--- src/rtl/pmci_pkg.sv ---
// Shared types, widths and command codes for the plotter motion command interpreter.
// Used by pmci_engine, pmci_steps and plotter_motion_command_interpreter.
`timescale 1ns / 1ps

package pmci_pkg;

  // Field and register widths
  localparam int CMD_W  = 8;
  localparam int EXT_W  = 12;
  localparam int SS_W   = 6;
  localparam int PS_W   = 6;
  localparam int LIFT_W = 8;
  localparam int POS_W  = 16;
  localparam int PEN_W  = 10;
  localparam int STEP_W = 24;
  localparam int STZ_W  = 16;

  // Longest R/L run, counter saturates here
  localparam int MAX_RUN = 255;
  localparam int RUN_W   = $clog2(MAX_RUN + 1);

  // Move arithmetic widths
  localparam int RUN_DIST_W = PS_W + RUN_W;
  localparam int DIST_W     = ((RUN_DIST_W > POS_W) ? RUN_DIST_W : POS_W) + 1;
  localparam int SUM_W      = DIST_W + 1;
  localparam int DX_W       = SUM_W + 1;

  // x steps are -X_NUM*dx*scale/X_DEN, truncated toward zero
  localparam int X_NUM     = 12;
  localparam int X_DEN     = 10;
  localparam int PEN_SCALE = 10;
  localparam int XSC_W     = SS_W + $clog2(X_NUM);
  localparam int PX_W      = DX_W + XSC_W;
  // reciprocal of X_DEN, exact for any PX_W-bit dividend
  localparam int DIV_SH    = PX_W + 4;
  localparam int MAGIC_W   = DIV_SH - 3;
  localparam logic [MAGIC_W-1:0] DIV_MAGIC =
    MAGIC_W'(((64'd1 << DIV_SH) + 64'(X_DEN) - 64'd1) / 64'(X_DEN));
  localparam int PY_W      = DX_W + SS_W + 1;
  localparam int ZM_W      = SS_W + LIFT_W;

  // Configuration port
  localparam int CFG_W     = EXT_W;
  localparam int CFG_IDX_W = 2;

  typedef enum logic [CFG_IDX_W-1:0] {
    REG_MAX_EXTENT,
    REG_STEP_SCALE,
    REG_PROGRAM_STEP,
    REG_LIFT_STEPS
  } cfg_idx_t;

  localparam logic [EXT_W-1:0]  RST_MAX_EXTENT   = EXT_W'(312);
  localparam logic [SS_W-1:0]   RST_STEP_SCALE   = SS_W'(20);
  localparam logic [PS_W-1:0]   RST_PROGRAM_STEP = PS_W'(6);
  localparam logic [LIFT_W-1:0] RST_LIFT_STEPS   = LIFT_W'(48);

  // Jog keys
  localparam logic [CMD_W-1:0] KEY_LEFT  = "a";
  localparam logic [CMD_W-1:0] KEY_RIGHT = "d";
  localparam logic [CMD_W-1:0] KEY_UP    = "w";
  localparam logic [CMD_W-1:0] KEY_DOWN  = "s";
  localparam logic [CMD_W-1:0] KEY_LIFT  = "q";
  localparam logic [CMD_W-1:0] KEY_LOWER = "e";
  localparam logic [CMD_W-1:0] KEY_MODE  = "m";
  localparam logic [CMD_W-1:0] KEY_HOME  = "o";
  localparam logic [CMD_W-1:0] KEY_ZERO  = "z";
  // Program symbols
  localparam logic [CMD_W-1:0] SYM_PEN_UP   = "U";
  localparam logic [CMD_W-1:0] SYM_PEN_DOWN = "D";
  localparam logic [CMD_W-1:0] SYM_TOP      = "T";
  localparam logic [CMD_W-1:0] SYM_BOTTOM   = "B";
  localparam logic [CMD_W-1:0] SYM_RIGHT    = "R";
  localparam logic [CMD_W-1:0] SYM_LEFT     = "L";

  typedef struct packed {
    logic [EXT_W-1:0]  max_extent;
    logic [SS_W-1:0]   step_scale;
    logic [PS_W-1:0]   program_step;
    logic [LIFT_W-1:0] lift_steps;
  } cfg_t;

  typedef struct packed {
    logic has_res;   // this step produces a result
    logic last;      // this step finishes the current item
  } eng_status_t;

  // One result after the position update, before step scaling
  typedef struct packed {
    logic signed [DX_W-1:0]  dx;
    logic signed [DX_W-1:0]  dy;
    logic                    z_en;
    logic                    z_neg;
    logic                    z_big;
    logic signed [POS_W-1:0] pos_x;
    logic signed [POS_W-1:0] pos_y;
    logic [PEN_W-1:0]        pos_z;
    logic                    manual_mode;
    logic                    rejected;
    logic                    final_res;
  } move_res_t;

endpackage

--- src/rtl/pmci_engine.sv ---
// Command decode, run tracking and position/pen state; at most one result per step.
// Depends on pmci_pkg.
`timescale 1ns / 1ps

module pmci_engine (
  input  logic                          clk,
  input  logic                          rst_n,
  input  logic [pmci_pkg::CMD_W-1:0]    cmd,
  input  logic                          eop,
  input  logic                          phase,
  input  logic                          fire,
  input  pmci_pkg::cfg_t                cfg,
  output pmci_pkg::eng_status_t         status,
  output pmci_pkg::move_res_t           res
);
  import pmci_pkg::*;

  localparam logic signed [SUM_W-1:0] POS_HI = SUM_W'((1 <<< (POS_W - 1)) - 1);
  localparam logic signed [SUM_W-1:0] POS_LO = ~POS_HI;

  logic signed [POS_W-1:0] pos_x_r, pos_x_nxt, pos_y_r, pos_y_nxt;
  logic [PEN_W-1:0]        pen_r, pen_nxt;
  logic                    manual_r, manual_nxt;
  logic [RUN_W-1:0]        run_len_r, run_len_nxt;
  logic                    run_left_r, run_left_nxt;

  logic                    is_run, cmd_left, flush_first, fresh_run;
  logic [RUN_W-1:0]        run_bump, fl_len;
  logic                    fl_left;
  logic [RUN_DIST_W-1:0]   fl_dist;
  logic                    req_move, pen_op, pen_lift, do_mode, do_zero, rej;
  logic signed [DIST_W-1:0] req_dx, req_dy;
  logic signed [SUM_W-1:0]  lim, clx, cly;
  logic signed [DX_W-1:0]   dx_eff, dy_eff;

  // clamp a target into 0..lim in automatic mode
  function automatic logic signed [SUM_W-1:0] clamp_axis(
    input logic signed [POS_W-1:0]  cur,
    input logic signed [DIST_W-1:0] d,
    input logic                     auto_mode,
    input logic signed [SUM_W-1:0]  hi
  );
    logic signed [SUM_W-1:0] sum;
    sum = SUM_W'(cur) + SUM_W'(d);
    if (auto_mode && sum[SUM_W-1]) begin
      sum = '0;
    end else if (auto_mode && (sum > hi)) begin
      sum = hi;
    end
    return sum;
  endfunction

  function automatic logic signed [POS_W-1:0] sat_pos(input logic signed [SUM_W-1:0] v);
    logic signed [POS_W-1:0] r;
    if (v > POS_HI) begin
      r = POS_W'(POS_HI);
    end else if (v < POS_LO) begin
      r = POS_W'(POS_LO);
    end else begin
      r = POS_W'(v);
    end
    return r;
  endfunction

  // Decode and run handling
  always_comb begin
    is_run      = (cmd == SYM_RIGHT) || (cmd == SYM_LEFT);
    cmd_left    = (cmd == SYM_LEFT);
    flush_first = !phase && (run_len_r != '0) && (!is_run || (cmd_left != run_left_r));
    fresh_run   = !phase && !flush_first && is_run;
    if (run_len_r == '0) begin
      run_bump = RUN_W'(1);
    end else if (run_len_r < RUN_W'(MAX_RUN)) begin
      run_bump = run_len_r + RUN_W'(1);
    end else begin
      run_bump = run_len_r;
    end
    fl_len  = fresh_run ? run_bump : run_len_r;
    fl_left = fresh_run ? cmd_left : run_left_r;
    fl_dist = RUN_DIST_W'(cfg.program_step) * RUN_DIST_W'(fl_len);

    run_len_nxt    = run_len_r;
    run_left_nxt   = run_left_r;
    req_move       = 1'b0;
    req_dx         = '0;
    req_dy         = '0;
    pen_op         = 1'b0;
    pen_lift       = 1'b0;
    do_mode        = 1'b0;
    do_zero        = 1'b0;
    rej            = 1'b0;
    status.has_res = 1'b1;
    status.last    = 1'b1;

    if (flush_first || is_run) begin
      if (flush_first) begin
        // old run goes out first; an opposite symbol starts a new run
        run_len_nxt  = is_run ? RUN_W'(1) : '0;
        run_left_nxt = is_run ? cmd_left : run_left_r;
        status.last  = is_run && !eop;
        req_move     = 1'b1;
      end else if (fresh_run) begin
        run_left_nxt = cmd_left;
        if (eop) begin
          run_len_nxt = '0;
          req_move    = 1'b1;
        end else begin
          run_len_nxt    = run_bump;
          status.has_res = 1'b0;
        end
      end else begin
        // second step: end of program flushes the run just started
        run_len_nxt = '0;
        req_move    = 1'b1;
      end
      req_dx = fl_left ? -DIST_W'(fl_dist) : DIST_W'(fl_dist);
    end else begin
      unique case (cmd)
        KEY_LEFT: begin
          req_move = 1'b1;
          req_dx   = -DIST_W'(1);
        end
        KEY_RIGHT: begin
          req_move = 1'b1;
          req_dx   = DIST_W'(1);
        end
        KEY_UP: begin
          req_move = 1'b1;
          req_dy   = DIST_W'(1);
        end
        KEY_DOWN: begin
          req_move = 1'b1;
          req_dy   = -DIST_W'(1);
        end
        SYM_TOP: begin
          req_move = 1'b1;
          req_dy   = DIST_W'(cfg.program_step);
        end
        SYM_BOTTOM: begin
          req_move = 1'b1;
          req_dy   = -DIST_W'(cfg.program_step);
        end
        KEY_HOME: begin
          req_move = 1'b1;
          req_dx   = -DIST_W'(pos_x_r);
          req_dy   = -DIST_W'(pos_y_r);
        end
        KEY_LIFT, SYM_PEN_UP: begin
          pen_op   = 1'b1;
          pen_lift = 1'b1;
        end
        KEY_LOWER, SYM_PEN_DOWN: begin
          pen_op = 1'b1;
        end
        KEY_MODE: begin
          do_mode = 1'b1;
        end
        KEY_ZERO: begin
          do_zero = 1'b1;
        end
        default: begin
          rej = 1'b1;
        end
      endcase
    end
  end

  // Position, pen and mode update
  always_comb begin
    lim    = SUM_W'(cfg.max_extent);
    clx    = clamp_axis(pos_x_r, req_dx, !manual_r, lim);
    cly    = clamp_axis(pos_y_r, req_dy, !manual_r, lim);
    dx_eff = DX_W'(clx) - DX_W'(pos_x_r);
    dy_eff = DX_W'(cly) - DX_W'(pos_y_r);

    pos_x_nxt  = pos_x_r;
    pos_y_nxt  = pos_y_r;
    pen_nxt    = pen_r;
    manual_nxt = manual_r;
    res        = '0;

    if (req_move) begin
      pos_x_nxt = sat_pos(clx);
      pos_y_nxt = sat_pos(cly);
      res.dx    = dx_eff;
      res.dy    = dy_eff;
    end

    if (pen_op) begin
      if (manual_r) begin
        res.z_en  = 1'b1;
        res.z_neg = !pen_lift;
      end else if (pen_lift && (pen_r == '0)) begin
        pen_nxt   = PEN_W'(PEN_W'(cfg.step_scale) * PEN_W'(PEN_SCALE));
        res.z_en  = 1'b1;
        res.z_big = 1'b1;
      end else if (!pen_lift && (pen_r != '0)) begin
        pen_nxt   = '0;
        res.z_en  = 1'b1;
        res.z_big = 1'b1;
        res.z_neg = 1'b1;
      end else begin
        res.rejected = 1'b1;
      end
    end

    if (do_mode) begin
      manual_nxt = !manual_r;
    end
    if (do_zero) begin
      pos_x_nxt = '0;
      pos_y_nxt = '0;
      pen_nxt   = '0;
    end
    if (rej) begin
      res.rejected = 1'b1;
    end

    res.pos_x       = pos_x_nxt;
    res.pos_y       = pos_y_nxt;
    res.pos_z       = pen_nxt;
    res.manual_mode = manual_nxt;
    res.final_res   = status.last;
  end

  always_ff @(posedge clk) begin
    if (!rst_n) begin
      pos_x_r    <= '0;
      pos_y_r    <= '0;
      pen_r      <= '0;
      manual_r   <= 1'b1;
      run_len_r  <= '0;
      run_left_r <= 1'b0;
    end else if (fire) begin
      pos_x_r    <= pos_x_nxt;
      pos_y_r    <= pos_y_nxt;
      pen_r      <= pen_nxt;
      manual_r   <= manual_nxt;
      run_len_r  <= run_len_nxt;
      run_left_r <= run_left_nxt;
    end
  end

endmodule

--- config.mk ---
export PLATFORM = sky130hd
export DESIGN_NAME = pmci_engine
export DESIGN_NICKNAME = d
export VERILOG_FILES = /design/src/rtl/pmci_pkg.sv /design/src/rtl/pmci_engine.sv
export SDC_FILE = /design/constraint.sdc
export NUM_CORES = 1
export LEC_CHECK = 0
export ABC_CLOCK_PERIOD_IN_PS = 19400
export BUFFER_PORTS_ARGS = -buffer_cell sky130_fd_sc_hd__buf_2
export CORE_ASPECT_RATIO = 0.7
export CORE_UTILIZATION = 56
export DETAILED_ROUTE_END_ITERATION = 6
export GPL_TIMING_DRIVEN = 1
export PLACE_DENSITY = 0.86
export SYNTH_ARGS = -nofsm -noshare
export SYNTH_HDL_FRONTEND = slang
export SYNTH_SLANG_ARGS = --single-unit
--- constraint.sdc ---
create_clock -name clk -period 19.4 [get_ports clk]
set_input_delay 3.88 -clock clk [delete_from_list [all_inputs] [get_ports clk]]
set_output_delay 3.88 -clock clk [all_outputs]
set_load 0.01 [all_outputs]
==> impl_metrics.py <==
metrics = {
    "grt": {
        "track_usage_pct": 34.8,
        "grt.met1_usage_pct": 48.9,
        "use_met3_pct": 6.46,
        "grt_pass1_wl_mm": 56.7,
        "top_usage_layer": "met2",
        "grt_max_degree": 40,
        "antenna_found_initial": 0,
        "grt_pass1_vias": 11255,
        "grt_use_met2_pct": 53.4,
        "grt_overflow": 0,
    },
    "timing": {
        "layout_setup_ws_ps": 453,
        "slew_headroom_pct": 15.0,
        "hold_viol_final": 0,
        "finalSetupViolations": 0,
        "drv_slew": 0,
        "min_period_over_period_pct": 97.7,
        "skew_ps": 14.4,
        "worst_pin_slew_ps": 1270,
        "max_freq_mhz": 52.8,
        "period_needed_ps": 18950,
    },
    "synth": {
        "ys.flop_type": "dfxtp_1",
        "synth_commonest_cells": "206 x nor2_1, 159 x a21oi_1, 152 x inv_1",
        "yosys_warnings": 0,
        "ys_ff_latch": 52,
        "synth_top_cell_area_share_pct": 14.4,
        "yosysUniqueCellTypes": 89,
        "yosysTopAreaCell": "ha_1",
        "synth_nets": 1783,
        "synth_most_common_cell": "nor2_1",
        "synth_edf_count": 0,
        "syn_inst": 1580,
        "synth.top_cells.by_area": "ha_1 14%, dfxtp_1 9.4%, a21oi_1 7.2%, nor2_1 7.0%, xnor2_1 6.0%",
        "syn-cell-area_sq_um": 11100,
        "synth.avg_cell_area_sq_um": 7.02,
        "yosysSeqAreaShare_pct": 9.38,
        "synth-async-reset-ratio_pct": 0,
    },
    "clock_tree": {
        "htree_levels": 2,
        "clkSlewWorstSetupHoldPaths_ps": 80,
        "clock-sinks": 52,
        "clock_path_buffers": 2,
        "clock_latency_ps": 330,
        "cts_root_buffer": "clkbuf_16",
        "cts_tree": "built",
        "numCtsBuffers": 5,
    },
    "critical_path": {
        "cp.required_ps": 15520,
        "r2r_end": "pos_x_r[10]$_SDFFE_PN0P_",
        "endpoint_kind": "output port",
        "crit_top_cell": "a21oi_1",
        "crit_path_end": "res[84]",
        "r2r_setup_slack_ps": 9650,
        "worst_ep_arrival_time_ps": 15070,
        "crit_slowest_cell": "fa_1",
        "worstRegToRegCells": 41,
        "critPathKind": "primary input to output port",
        "r2r-start": "run_len_r[0]$_SDFFE_PN0P_",
        "crit_start": "cmd[0]",
        "cp-start-kind": "primary input",
        "critPathMaxFanout": 9,
        "slowest_delay_ps": 530,
    },
    "placed_design": {
        "pre_cts_ws_ps": -38.8,
        "place_congestion": 0.980,
        "port_buffers": 124,
        "dpl_cell_area_sq_um": 12300,
        "dp.final_hpwl_mm": 28.7,
    },
    "floorplan": {
        "ioPinCount": 133,
        "initial_utilization_pct": 58.0,
        "die_w_um": 170,
        "rows": 42,
        "dieArea_sq_um": 20400,
        "die_h_um": 120,
        "placeableCoreArea_sq_um": 19100,
    },
    "drt": {
        "vias_per_cell": 6.34,
        "vias": 12490,
        "drt_wl_total_mm": 36.3,
        "ant_nets": 0,
        "drt-initial-drc-count": 1514,
        "routedWlPerCell_um": 18.4,
        "first_pass_iters": 6,
        "drc_errors": 0,
    },
    "final_layout": {
        "layout-drive-gt1-share_pct": 18.4,
        "nets": 1908,
        "utilization_pct": 66.2,
        "fin_area_sq_um": 12700,
        "antenna_cells": 0,
        "layout-area-overhead-vs-synth_pct": 14.2,
    },
    "pwr": {
        "vdd_drop_max_mv": 0.0329,
        "power_density_nw_per_um2": 30.1,
        "finalPower_w": 0.000381,
        "p_leak_nw": 6.13,
    },
    "outcome": {
        "outcome": "finished, final reports clean",
    },
    "run": {
        "maxCapViolations": 0,
    },
    "hold_path": {
        "hp-class": "flip-flop to flip-flop",
        "whs_path_depth": 2,
    },
}
worst max-delay path: cells and delay by family:
family	cells	cell delay, ps
AND/OR/NAND/NOR	15	3170
XOR/XNOR	2	390
AO/OA/AOI/OAI	20	3580
buffers and inverters	8	1090
multiplexers	2	290
adder cells (fa/ha/maj)	7	2640
how the worst min path moves through the flow:
stage	from	to	slack, ps
after floorplan	pen_r[9]$_SDFFE_PN0P_	pen_r[9]$_SDFFE_PN0P_	480
after global placement	pen_r[7]$_SDFFE_PN0P_	pen_r[7]$_SDFFE_PN0P_	500
after detailed placement	pen_r[9]$_SDFFE_PN0P_	pen_r[9]$_SDFFE_PN0P_	510
after CTS	pen_r[9]$_SDFFE_PN0P_	pen_r[9]$_SDFFE_PN0P_	530
after global routing	pen_r[2]$_SDFFE_PN0P_	pen_r[2]$_SDFFE_PN0P_	580
final	pen_r[9]$_SDFFE_PN0P_	pen_r[9]$_SDFFE_PN0P_	540
metrics by stage:
step                hold WS [ps]  cells  setup TNS, ps
floorplan                    484   1580              0
global placement             502   1955              0
detailed placement           512   1955          -75.3
CTS                          531   1963              0
global route                 575   1970           -103
finish                       535   1970              0
report_power, final:
part	internal, W	switching [W]
Sequential	0.000108	0.00000355
Combinational	0.0000738	0.0000952
Clock	0.0000492	0.0000517
Total	0.000231	0.000150
registers in the layout, summed over array words and instances, names as in the netlist:
register and flops:
pos_y_r 16, pen_r 10, pos_x_r 16, manual_r 1
run_left_r 1, run_len_r 8
layout make-up:
cell class                 count  area [sq um]
timing repair buffer         200          1190
tap                          264           330
sequential                    52          1040
clock inverter                 3          25.0
fill                        1690          6460
clock buffer                   5           125
inverter                     152           571
multi-input combinational   1294          9380
placed cells by master (no fill, tap or decap), drive strengths merged, types with 22 or more instances in the layout:
cell | Yosys | routed
mux2i | 41 | 41
nor2 | 206 | 206
inv | 152 | 154
xnor2 | 76 | 76
nor2b | 26 | 26
and2 | 30 | 30
o221a | 31 | 31
ha | 128 | 128
o21ai | 70 | 70
dfxtp | 52 | 52
nor3 | 74 | 74
fa | 30 | 30
a21oi | 161 | 161
nand2b | 22 | 22
nand2 | 93 | 93
nand3 | 32 | 32
buf | 14 | 199
repair_timing:
item	in CTS	in global routing
resized for setup	2	42
setup buffers	0	6
hold buffers	0	0
cloned	0	1
setup endpoints to repair	2	9
pin swaps	0	27
kinds of logic after synthesis:
group	after synthesis	share of synthesized area [%]
XOR/XNOR	97	7.66
adder cells (fa/ha/maj)	160	20.0
buffers and inverters	234	8.14
multiplexers	43	3.94
AO/OA/AOI/OAI	413	25.5
flip-flops	52	9.38
AND/OR/NAND/NOR	581	25.3
routing by layer:
layer  vias to the layer above  part of all wire, %  wire, um
met3                        87                   11      3880
li1                       5836                    -         -
met5                         -                    0         0
met1                      5843                   43     15800
met4                         0                  2.8      1010
met2                       724                   43     15600
Power figures use the tool's default switching activity.
